### src/dmseg_pkg.sv
// shared types, codes and reset values for the dual motion sensor event gate
package dmseg_pkg;

  localparam int unsigned NUM_CH = 2;
  localparam int unsigned CH_FRONT = 0;
  localparam int unsigned CH_BACK = 1;

  // function codes
  localparam logic [2:0] FUNC_TICK    = 3'd0;
  localparam logic [2:0] FUNC_CHECK   = 3'd1;
  localparam logic [2:0] FUNC_PUBLISH = 3'd2;
  localparam logic [2:0] FUNC_ACK     = 3'd3;
  localparam logic [2:0] FUNC_CLEAR   = 3'd4;

  // configuration register indexes
  localparam logic [2:0] CFG_FRONT_EN = 3'd0;
  localparam logic [2:0] CFG_BACK_EN  = 3'd1;
  localparam logic [2:0] CFG_MIN_GAP  = 3'd2;
  localparam logic [2:0] CFG_THROTTLE = 3'd3;
  localparam logic [2:0] CFG_LOCKOUT  = 3'd4;

  localparam logic [30:0] MIN_GAP_RST  = 31'd1000;
  localparam logic [30:0] THROTTLE_RST = 31'd60000;
  localparam logic [30:0] LOCKOUT_RST  = 31'd60000;

  typedef struct packed {
    logic [2:0]  func;
    logic [31:0] now_ms;
    logic [1:0]  fire_mask;
    logic [15:0] raw_hits;
    logic [31:0] ack_id;
  } item_t;

  typedef struct packed {
    logic [1:0]  acc_mask;
    logic        pending;
    logic [31:0] evt_id;
    logic [15:0] event_count;
    logic [31:0] first_time;
    logic [31:0] last_time;
    logic [1:0]  source_mask;
    logic        publish_allowed;
    logic        dropped;
  } result_t;

  typedef struct packed {
    logic        front_enable;
    logic        back_enable;
    logic [30:0] min_gap_ms;
    logic [30:0] throttle_ms;
    logic [30:0] lockout_ms;
  } cfg_t;

  typedef struct packed {
    logic                     pending;
    logic [31:0]              id;
    logic [15:0]              count;
    logic [31:0]              first;
    logic [31:0]              last;
    logic [1:0]               sources;
    logic [31:0]              next_num;
    logic [NUM_CH-1:0][31:0]  last_accept;
    logic [NUM_CH-1:0][31:0]  last_publish;
    logic [NUM_CH-1:0][31:0]  ignore_until;
  } state_t;

  // per-channel timing status
  typedef struct packed {
    logic locked;
    logic gap_ok;
    logic thr_ok;
  } chan_stat_t;

endpackage

### src/dmseg_if.sv
// valid/ready channels for input items and result items
interface dmseg_in_if;
  logic        valid;
  logic        ready;
  logic [2:0]  func;
  logic [31:0] now_ms;
  logic [1:0]  fire_mask;
  logic [15:0] raw_hits;
  logic [31:0] ack_id;

  modport source (output valid, func, now_ms, fire_mask, raw_hits, ack_id, input ready);
  modport sink (input valid, func, now_ms, fire_mask, raw_hits, ack_id, output ready);
endinterface

interface dmseg_out_if;
  logic        valid;
  logic        ready;
  logic [1:0]  acc_mask;
  logic        pending;
  logic [31:0] evt_id;
  logic [15:0] event_count;
  logic [31:0] first_time;
  logic [31:0] last_time;
  logic [1:0]  source_mask;
  logic        publish_allowed;
  logic        dropped;

  modport source (output valid, acc_mask, pending, evt_id, event_count, first_time,
                  last_time, source_mask, publish_allowed, dropped, input ready);
  modport sink (input valid, acc_mask, pending, evt_id, event_count, first_time,
                last_time, source_mask, publish_allowed, dropped, output ready);
endinterface

### src/dmseg_chan.sv
// per-channel wraparound-safe time compares: lockout, hit gap, publish throttle
module dmseg_chan
  import dmseg_pkg::*;
(
  input  logic [31:0] now_ms,
  input  logic [31:0] last_accept,
  input  logic [31:0] last_publish,
  input  logic [31:0] ignore_until,
  input  logic [30:0] min_gap_ms,
  input  logic [30:0] throttle_ms,
  output chan_stat_t  stat
);

  logic [31:0] d_lock;
  logic [31:0] d_gap;
  logic [31:0] d_thr;

  assign d_lock = now_ms - ignore_until;
  assign d_gap  = now_ms - last_accept;
  assign d_thr  = now_ms - last_publish;

  // zero stored time means never accepted / never published
  assign stat.locked = d_lock[31];
  assign stat.gap_ok = (last_accept == 32'd0) || (!d_gap[31] && (d_gap[30:0] >= min_gap_ms));
  assign stat.thr_ok = (last_publish == 32'd0) || (!d_thr[31] && (d_thr[30:0] >= throttle_ms));

endmodule

### src/dmseg_core.sv
// next-state and result logic for one item
module dmseg_core
  import dmseg_pkg::*;
(
  input  item_t   item,
  input  state_t  st,
  input  cfg_t    cfg,
  output state_t  st_nxt,
  output result_t res
);

  chan_stat_t [NUM_CH-1:0] stat;
  logic [1:0] tick_mask;
  logic [1:0] acc;
  logic [1:0] add;
  logic       allow;
  logic       dropped;

  for (genvar i = 0; i < NUM_CH; i++) begin : g_ch
    dmseg_chan u_chan (
      .now_ms       (item.now_ms),
      .last_accept  (st.last_accept[i]),
      .last_publish (st.last_publish[i]),
      .ignore_until (st.ignore_until[i]),
      .min_gap_ms   (cfg.min_gap_ms),
      .throttle_ms  (cfg.throttle_ms),
      .stat         (stat[i])
    );
  end

  always_comb begin
    tick_mask = item.fire_mask & {cfg.back_enable, cfg.front_enable};
    if (item.raw_hits == 16'd0) begin
      tick_mask = 2'b00;
    end
    for (int i = 0; i < NUM_CH; i++) begin
      acc[i] = tick_mask[i] && !stat[i].locked && stat[i].gap_ok;
    end
    add = {1'b0, acc[CH_FRONT]} + {1'b0, acc[CH_BACK]};
    allow = |(st.sources & {stat[CH_BACK].thr_ok, stat[CH_FRONT].thr_ok});
  end

  always_comb begin
    st_nxt  = st;
    dropped = 1'b0;
    unique case (item.func)
      FUNC_TICK: begin
        if (acc != 2'b00) begin
          if (!st.pending) begin
            st_nxt.pending  = 1'b1;
            st_nxt.id       = st.next_num;
            st_nxt.next_num = st.next_num + 32'd1;
            st_nxt.count    = 16'd0;
            st_nxt.first    = item.now_ms;
            st_nxt.sources  = 2'b00;
          end
          st_nxt.count   = st_nxt.count + {14'd0, add};
          st_nxt.last    = item.now_ms;
          st_nxt.sources = st_nxt.sources | acc;
          for (int i = 0; i < NUM_CH; i++) begin
            if (acc[i]) begin
              st_nxt.last_accept[i] = item.now_ms;
            end
          end
        end
      end
      FUNC_CHECK: begin
        if (st.pending && !allow) begin
          dropped        = 1'b1;
          st_nxt.pending = 1'b0;
          st_nxt.id      = 32'd0;
          st_nxt.count   = 16'd0;
          st_nxt.first   = 32'd0;
          st_nxt.last    = 32'd0;
          st_nxt.sources = 2'b00;
        end
      end
      FUNC_PUBLISH: begin
        if (st.pending) begin
          for (int i = 0; i < NUM_CH; i++) begin
            if (st.sources[i]) begin
              st_nxt.last_publish[i] = item.now_ms;
              st_nxt.ignore_until[i] = item.now_ms + {1'b0, cfg.lockout_ms};
            end
          end
        end
      end
      FUNC_ACK: begin
        if (st.pending && (st.id == item.ack_id)) begin
          st_nxt.pending = 1'b0;
          st_nxt.id      = 32'd0;
          st_nxt.count   = 16'd0;
          st_nxt.first   = 32'd0;
          st_nxt.last    = 32'd0;
          st_nxt.sources = 2'b00;
        end
      end
      FUNC_CLEAR: begin
        st_nxt.pending     = 1'b0;
        st_nxt.id          = 32'd0;
        st_nxt.count       = 16'd0;
        st_nxt.first       = 32'd0;
        st_nxt.last        = 32'd0;
        st_nxt.sources     = 2'b00;
        st_nxt.last_accept = '0;
      end
      default: begin
      end
    endcase
  end

  // results show the state after the step
  always_comb begin
    res.acc_mask        = (item.func == FUNC_TICK) ? acc : 2'b00;
    res.pending         = st_nxt.pending;
    res.evt_id          = st_nxt.id;
    res.event_count     = st_nxt.count;
    res.first_time      = st_nxt.first;
    res.last_time       = st_nxt.last;
    res.source_mask     = st_nxt.sources;
    res.publish_allowed = (item.func == FUNC_CHECK) && st.pending && allow;
    res.dropped         = dropped;
  end

endmodule

### src/dual_motion_sensor_event_gate.sv
// Dual motion sensor event gate: qualifies front/back sensor hits and keeps one
// pending event in an outbox. Each transfer on in_ch is captured in an input
// register; its effect on the state and its single result are computed from
// that register and written together into the state and the result register.
// A new item can be taken every cycle while in_ch is not stalled. The result
// register is the only buffering on out_ch, so in_ch stalls only while a result
// waits and the input register is also full.
// Configuration writes on cfg_* take effect at once and belong in idle periods.
module dual_motion_sensor_event_gate
  import dmseg_pkg::*;
(
  input  logic         clk,
  input  logic         rst_n,
  dmseg_in_if.sink     in_ch,
  dmseg_out_if.source  out_ch,
  input  logic         cfg_we,
  input  logic [2:0]   cfg_index,
  input  logic [30:0]  cfg_wdata
);

  cfg_t    cfg_r;
  state_t  st_r;
  state_t  st_nxt;
  item_t   item_r;
  logic    item_valid_r;
  result_t res_nxt;
  result_t res_r;
  logic    res_valid_r;
  logic    advance;

  // the staged item moves on when the result register is free or being drained
  assign advance      = item_valid_r && (!res_valid_r || out_ch.ready);
  assign in_ch.ready  = !item_valid_r || advance;

  always_ff @(posedge clk) begin
    if (!rst_n) begin
      cfg_r.front_enable <= 1'b1;
      cfg_r.back_enable  <= 1'b1;
      cfg_r.min_gap_ms   <= MIN_GAP_RST;
      cfg_r.throttle_ms  <= THROTTLE_RST;
      cfg_r.lockout_ms   <= LOCKOUT_RST;
    end else if (cfg_we) begin
      unique case (cfg_index)
        CFG_FRONT_EN: cfg_r.front_enable <= cfg_wdata[0];
        CFG_BACK_EN:  cfg_r.back_enable  <= cfg_wdata[0];
        CFG_MIN_GAP:  cfg_r.min_gap_ms   <= cfg_wdata;
        CFG_THROTTLE: cfg_r.throttle_ms  <= cfg_wdata;
        CFG_LOCKOUT:  cfg_r.lockout_ms   <= cfg_wdata;
        default: begin
        end
      endcase
    end
  end

  always_ff @(posedge clk) begin
    if (in_ch.ready) begin
      item_r.func      <= in_ch.func;
      item_r.now_ms    <= in_ch.now_ms;
      item_r.fire_mask <= in_ch.fire_mask;
      item_r.raw_hits  <= in_ch.raw_hits;
      item_r.ack_id    <= in_ch.ack_id;
    end
    if (advance) begin
      res_r <= res_nxt;
    end
  end

  always_ff @(posedge clk) begin
    if (!rst_n) begin
      item_valid_r <= 1'b0;
      res_valid_r  <= 1'b0;
      st_r         <= '{next_num: 32'd1, default: '0};
    end else begin
      if (in_ch.ready) begin
        item_valid_r <= in_ch.valid;
      end
      if (advance) begin
        res_valid_r <= 1'b1;
        st_r        <= st_nxt;
      end else if (out_ch.ready) begin
        res_valid_r <= 1'b0;
      end
    end
  end

  dmseg_core u_core (
    .item   (item_r),
    .st     (st_r),
    .cfg    (cfg_r),
    .st_nxt (st_nxt),
    .res    (res_nxt)
  );

  assign out_ch.valid           = res_valid_r;
  assign out_ch.acc_mask        = res_r.acc_mask;
  assign out_ch.pending         = res_r.pending;
  assign out_ch.evt_id          = res_r.evt_id;
  assign out_ch.event_count     = res_r.event_count;
  assign out_ch.first_time      = res_r.first_time;
  assign out_ch.last_time       = res_r.last_time;
  assign out_ch.source_mask     = res_r.source_mask;
  assign out_ch.publish_allowed = res_r.publish_allowed;
  assign out_ch.dropped         = res_r.dropped;

endmodule
### src/flat_wrapper.sv
// flat-port wrapper written by rule: the top's interface ports become plain ports
module dual_motion_sensor_event_gate_flat import dmseg_pkg::*;
  (clk, rst_n, cfg_we, cfg_index, cfg_wdata, in_ch_valid, in_ch_func, in_ch_now_ms, in_ch_fire_mask, in_ch_raw_hits, in_ch_ack_id, in_ch_ready, out_ch_valid, out_ch_acc_mask, out_ch_pending, out_ch_evt_id, out_ch_event_count, out_ch_first_time, out_ch_last_time, out_ch_source_mask, out_ch_publish_allowed, out_ch_dropped, out_ch_ready);
  dmseg_in_if in_ch_i ();
  dmseg_out_if out_ch_i ();
  input  logic clk;
  input  logic rst_n;
  input  logic cfg_we;
  input  logic [2:0] cfg_index;
  input  logic [30:0] cfg_wdata;
  input wire logic [$bits(in_ch_i.valid)-1:0] in_ch_valid;
  input wire logic [$bits(in_ch_i.func)-1:0] in_ch_func;
  input wire logic [$bits(in_ch_i.now_ms)-1:0] in_ch_now_ms;
  input wire logic [$bits(in_ch_i.fire_mask)-1:0] in_ch_fire_mask;
  input wire logic [$bits(in_ch_i.raw_hits)-1:0] in_ch_raw_hits;
  input wire logic [$bits(in_ch_i.ack_id)-1:0] in_ch_ack_id;
  output wire logic [$bits(in_ch_i.ready)-1:0] in_ch_ready;
  output wire logic [$bits(out_ch_i.valid)-1:0] out_ch_valid;
  output wire logic [$bits(out_ch_i.acc_mask)-1:0] out_ch_acc_mask;
  output wire logic [$bits(out_ch_i.pending)-1:0] out_ch_pending;
  output wire logic [$bits(out_ch_i.evt_id)-1:0] out_ch_evt_id;
  output wire logic [$bits(out_ch_i.event_count)-1:0] out_ch_event_count;
  output wire logic [$bits(out_ch_i.first_time)-1:0] out_ch_first_time;
  output wire logic [$bits(out_ch_i.last_time)-1:0] out_ch_last_time;
  output wire logic [$bits(out_ch_i.source_mask)-1:0] out_ch_source_mask;
  output wire logic [$bits(out_ch_i.publish_allowed)-1:0] out_ch_publish_allowed;
  output wire logic [$bits(out_ch_i.dropped)-1:0] out_ch_dropped;
  input wire logic [$bits(out_ch_i.ready)-1:0] out_ch_ready;
  assign in_ch_i.valid = in_ch_valid;
  assign in_ch_i.func = in_ch_func;
  assign in_ch_i.now_ms = in_ch_now_ms;
  assign in_ch_i.fire_mask = in_ch_fire_mask;
  assign in_ch_i.raw_hits = in_ch_raw_hits;
  assign in_ch_i.ack_id = in_ch_ack_id;
  assign in_ch_ready = in_ch_i.ready;
  assign out_ch_valid = out_ch_i.valid;
  assign out_ch_acc_mask = out_ch_i.acc_mask;
  assign out_ch_pending = out_ch_i.pending;
  assign out_ch_evt_id = out_ch_i.evt_id;
  assign out_ch_event_count = out_ch_i.event_count;
  assign out_ch_first_time = out_ch_i.first_time;
  assign out_ch_last_time = out_ch_i.last_time;
  assign out_ch_source_mask = out_ch_i.source_mask;
  assign out_ch_publish_allowed = out_ch_i.publish_allowed;
  assign out_ch_dropped = out_ch_i.dropped;
  assign out_ch_i.ready = out_ch_ready;
  dual_motion_sensor_event_gate u_core (.clk(clk), .rst_n(rst_n), .in_ch(in_ch_i), .out_ch(out_ch_i), .cfg_we(cfg_we), .cfg_index(cfg_index), .cfg_wdata(cfg_wdata));
endmodule
### config.mk
export PLATFORM = sky130hd
export DESIGN_NAME = dual_motion_sensor_event_gate_flat
export DESIGN_NICKNAME = d
export VERILOG_FILES = /design/src/dmseg_pkg.sv /design/src/dmseg_if.sv /design/src/dmseg_chan.sv /design/src/dmseg_core.sv /design/src/dual_motion_sensor_event_gate.sv /design/src/flat_wrapper.sv
export SDC_FILE = /design/constraint.sdc
export NUM_CORES = 2
export LEC_CHECK = 0
export ABC_AREA = 1
export BUFFER_PORTS_ARGS = -buffer_cell sky130_fd_sc_hd__buf_2
export CORE_UTILIZATION = 30
export CTS_CLUSTER_DIAMETER = 40
export DETAILED_ROUTE_END_ITERATION = 10
export HOLD_SLACK_MARGIN = 0.1
export PLACE_DENSITY = 0.54
export SLEW_MARGIN = 10
export SYNTH_ARGS = -nofsm -noshare
export SYNTH_HDL_FRONTEND = slang
export SYNTH_SLANG_ARGS = --single-unit
### constraint.sdc
create_clock -name clk -period 8.41 [get_ports clk]
set_input_delay 1.682 -clock clk [delete_from_list [all_inputs] [get_ports clk]]
set_output_delay 1.682 -clock clk [all_outputs]
set_load 0.02 [all_outputs]
==> flow_summary.toml <==
[die]
fp.coreArea_mm2 = 0.1301
io_pins = 245
chipHeight_um = 365.1
die_x_um = 365.1
initial_core_util_pct = 30.38
die_area_mm2 = 0.1333
rows = 132

[critical_path]
path_max_fanout = 14
cp_top_family = "simple AND/OR/NAND/NOR gates"
crit_path_end_kind = "register"
required_ns = 9.00
cp_slowest_cell = "edfxtp_1"
cp_num_buf_inv = 6
rr_startpoint = "u_core.item_r[50]"
start_kind = "register"
crit_start = "u_core.item_r[50]"
worstPathArrival_ns = 7.70
critPathMaxStageDelay_ns = 0.55
crit_type = "reg -> reg"

[timing]
drv_slew = 0
timing.final.ws_setup_ns = 1.300
slew_headroom_pct = 21.15
rsz0062_at_grt = "no"
max_freq_mhz = 140.6
finalClockSkew_ns = 0.03431
min_period_over_period_pct = 84.54
min_period_ns = 7.110
setup_viol = 0
fin_setup_tns_ns = 0
hold_viol_final = 0
worstMarginPinSlew_ns = 1.181
whs_ns = 0.4600

[grt]
overflow = 0
grt_pass1_wl_mm = 204.1
grt_pass1_vias = 32960
grt_max_degree = 143
grt_antenna_before_repair = 23
gr-usage-all-layers_pct = 20.06

[min_path]
hold_path_class = "reg -> reg"
hold_start = "u_core.st_r[2]"

[cells_and_area]
register_area_mm2 = 0.01486
fin_util_pct = 35.71
drive_gt1_share_pct = 11.48
layout.nets = 5854
multi_input_area_mm2 = 0.02130
n_fill_cell = 13790
final_cell_area_mm2 = 0.04647
syn_to_final_growth_pct = 17.53

[power_and_ir_drop]
p_per_area_mw_per_mm2 = 212.8
vdd.ir_drop.worst_mv = 0.1863
leakage_nw = 19.99

[clock_tree]
post_cts_buffers = 0
htreeDepth = 3
cts_root_buf = "clkbuf_16"
cts.path.max_buffers = 3
hold_buffers = 0
clkLatencyLatePin_ns = 0.72
numCtsBuffers = 108
ctsResizeCount = 0
clk_pin_slew_ns = 0.05
cts_tree = "done"
clock-sinks = 640

[yosys]
ys_ff_latch = 640
yosysWarnings = 0
synth_edf_count = 204
yosysSeqAreaShare_pct = 37.57
yosysTopAreaCell = "dfxtp_1"
synth_ff_type = "dfxtp_1"
synth_top_area_share_pct = 22.07
syn_avg_cell_area_um2 = 7.639
ys_types = 60
syn_inst = 5176
synth_nets = 5647
syn_area_mm2 = 0.03954
yosys-top-cells-area = "dfxtp_1 (22%), edfxtp_1 (15%), ha_1 (11%)"
synthArstFlopShare_pct = 0

[routing]
viasPerCell = 4.979
wl_per_cell_um = 18.89
ant_nets = 0
drcViolationCount = 0
drt_iter0_markers = 3006
postRouteWirelength_mm = 136.4
dr_total_vias = 35960
firstDrtPassIters = 6

[run]
cap_violations = 0

[status]
outcome = "finished, final reports clean"

[placement]
pre_cts_slack_ns = 1.396
gp_congestion = 0.9235
placed_area_mm2 = 0.04252
port_buffers = 244
post-dp-hpwl_mm = 100.4
==> where the power goes <==
part,internal (W),switching (W)
logic,0.000548,0.00113
clock network,0.00296,0.00181
registers,0.00333,0.000115
==> final cells by class <==
cell class | count | share of cell area (%)
repair buffers | 302 | 3.578
diodes | 1 | 0.005385
clock buffers | 121 | 6.165
flip-flops and latches | 640 | 31.97
inverters | 670 | 5.438
well taps | 1742 | 4.690
clock inverters | 85 | 2.326
multi-input cells | 3661 | 45.83
==> logic make-up after synthesis <==
| logic type | count (synthesis) | share of synthesized area [%] |
|---|---|---|
| AO/OA/AOI/OAI | 1282 | 17.46 |
| XOR/XNOR | 183 | 4.053 |
| adder cells (fa/ha/maj) | 347 | 11.07 |
| buffers and inverters | 875 | 8.680 |
| flip-flops | 640 | 37.57 |
| AND/OR/NAND/NOR | 1849 | 21.17 |
==> tightest hold or removal path, stage by stage, from the launching register on <==
cell and delay (ns):
dfxtp_1 0.29, inv_1 0.06, a21oi_1 0.06
==> worst paths after layout <==
check	endpoint	slack, ns	depth (start not counted)
worst min register to register	u_core.st_r[2]	0.46	2
worst max register to register	u_core.st_r[302]	1.30	38
worst max-delay path	u_core.st_r[302]	1.30	38
worst min-delay path	u_core.st_r[2]	0.46	2
==> routing by layer <==
metal / vias to the layer above / share of wire (%) / global-route usage [%] / wire length, µm
li1: 17950 / - / - / -
met1: 16760 / 46 / 27.60 / 62930
met2: 1024 / 45 / 32.05 / 61580
met3: 213 / 5.6 / 3.029 / 7604
met4: 10 / 3.1 / 6.391 / 4209
met5: - / 0.050 / 0 / 68
==> metrics by stage <==
| step | std cells | total power, W |
|---|---|---|
| after global routing | 7221 | 0.01031 |
| after detailed placement | 7015 | 0.005172 |
| final | 7222 | 0.009890 |
| after CTS | 7221 | 0.009975 |
| after global placement | 7015 | 0.005155 |
| after floorplan | 5176 | 0.004648 |
==> sequential cells by signal, indices dropped and copies added, names as in the netlist, 2 cells and up <==
name,count
u_core.out_ch.last_time,32
u_core.item_r,85
u_core.out_ch.event_count,16
u_core.st_r,339
u_core.out_ch.evt_id,32
u_core.out_ch.acc_mask,2
u_core.out_ch.source_mask,2
u_core.cfg_r,95
u_core.out_ch.first_time,32
==> Yosys cell counts (4+ instances only) <==
library cell / instances
nand2_1: 884
inv_1: 662
a21oi_1: 594
o21ai_0: 474
dfxtp_1: 436
nor2_1: 413
ha_1: 342
nand3_1: 215
edfxtp_1: 204
clkbuf_1: 153
nand4_1: 122
xor2_1: 102
xnor2_1: 81
nor3_1: 63
o211ai_1: 56
o21ai_1: 49
nand2_4: 32
nor4_1: 32
nand3_2: 31
a31oi_1: 25
buf_2: 25
a21o_1: 21
o21a_1: 15
or2_2: 13
nand2_2: 10
o211ai_2: 10
o21bai_1: 10
buf_1: 9
buf_4: 9
nand3b_1: 9
and3_1: 7
inv_2: 7
o31ai_1: 6
fa_1: 5
nor3b_1: 5
buf_6: 4
o2111ai_1: 4
o221ai_1: 4
==> cell usage in the layout (no fill, tap or decap), types with 13 or more instances in the layout <==
cell type and instances:
nand4_1 122, buf_4 58, o211ai_1 56, nand3_2 31, buf_2 243, o21a_1 15
nor3_1 61, inv_6 24, nor4_1 31, nor2_1 412, o21ai_1 49, clkbuf_16 111
o21ai_0 474, inv_1 661, nand3_1 214, edfxtp_1 204, or2_2 13, ha_1 342
xor2_1 102, a21o_1 21, dfxtp_1 435, bufinv_16 14, a31oi_1 25, a21oi_1 594
xnor2_1 81, nand2_1 883, nand2_4 33
No activity file was read; power rests on OpenSTA's default activity.
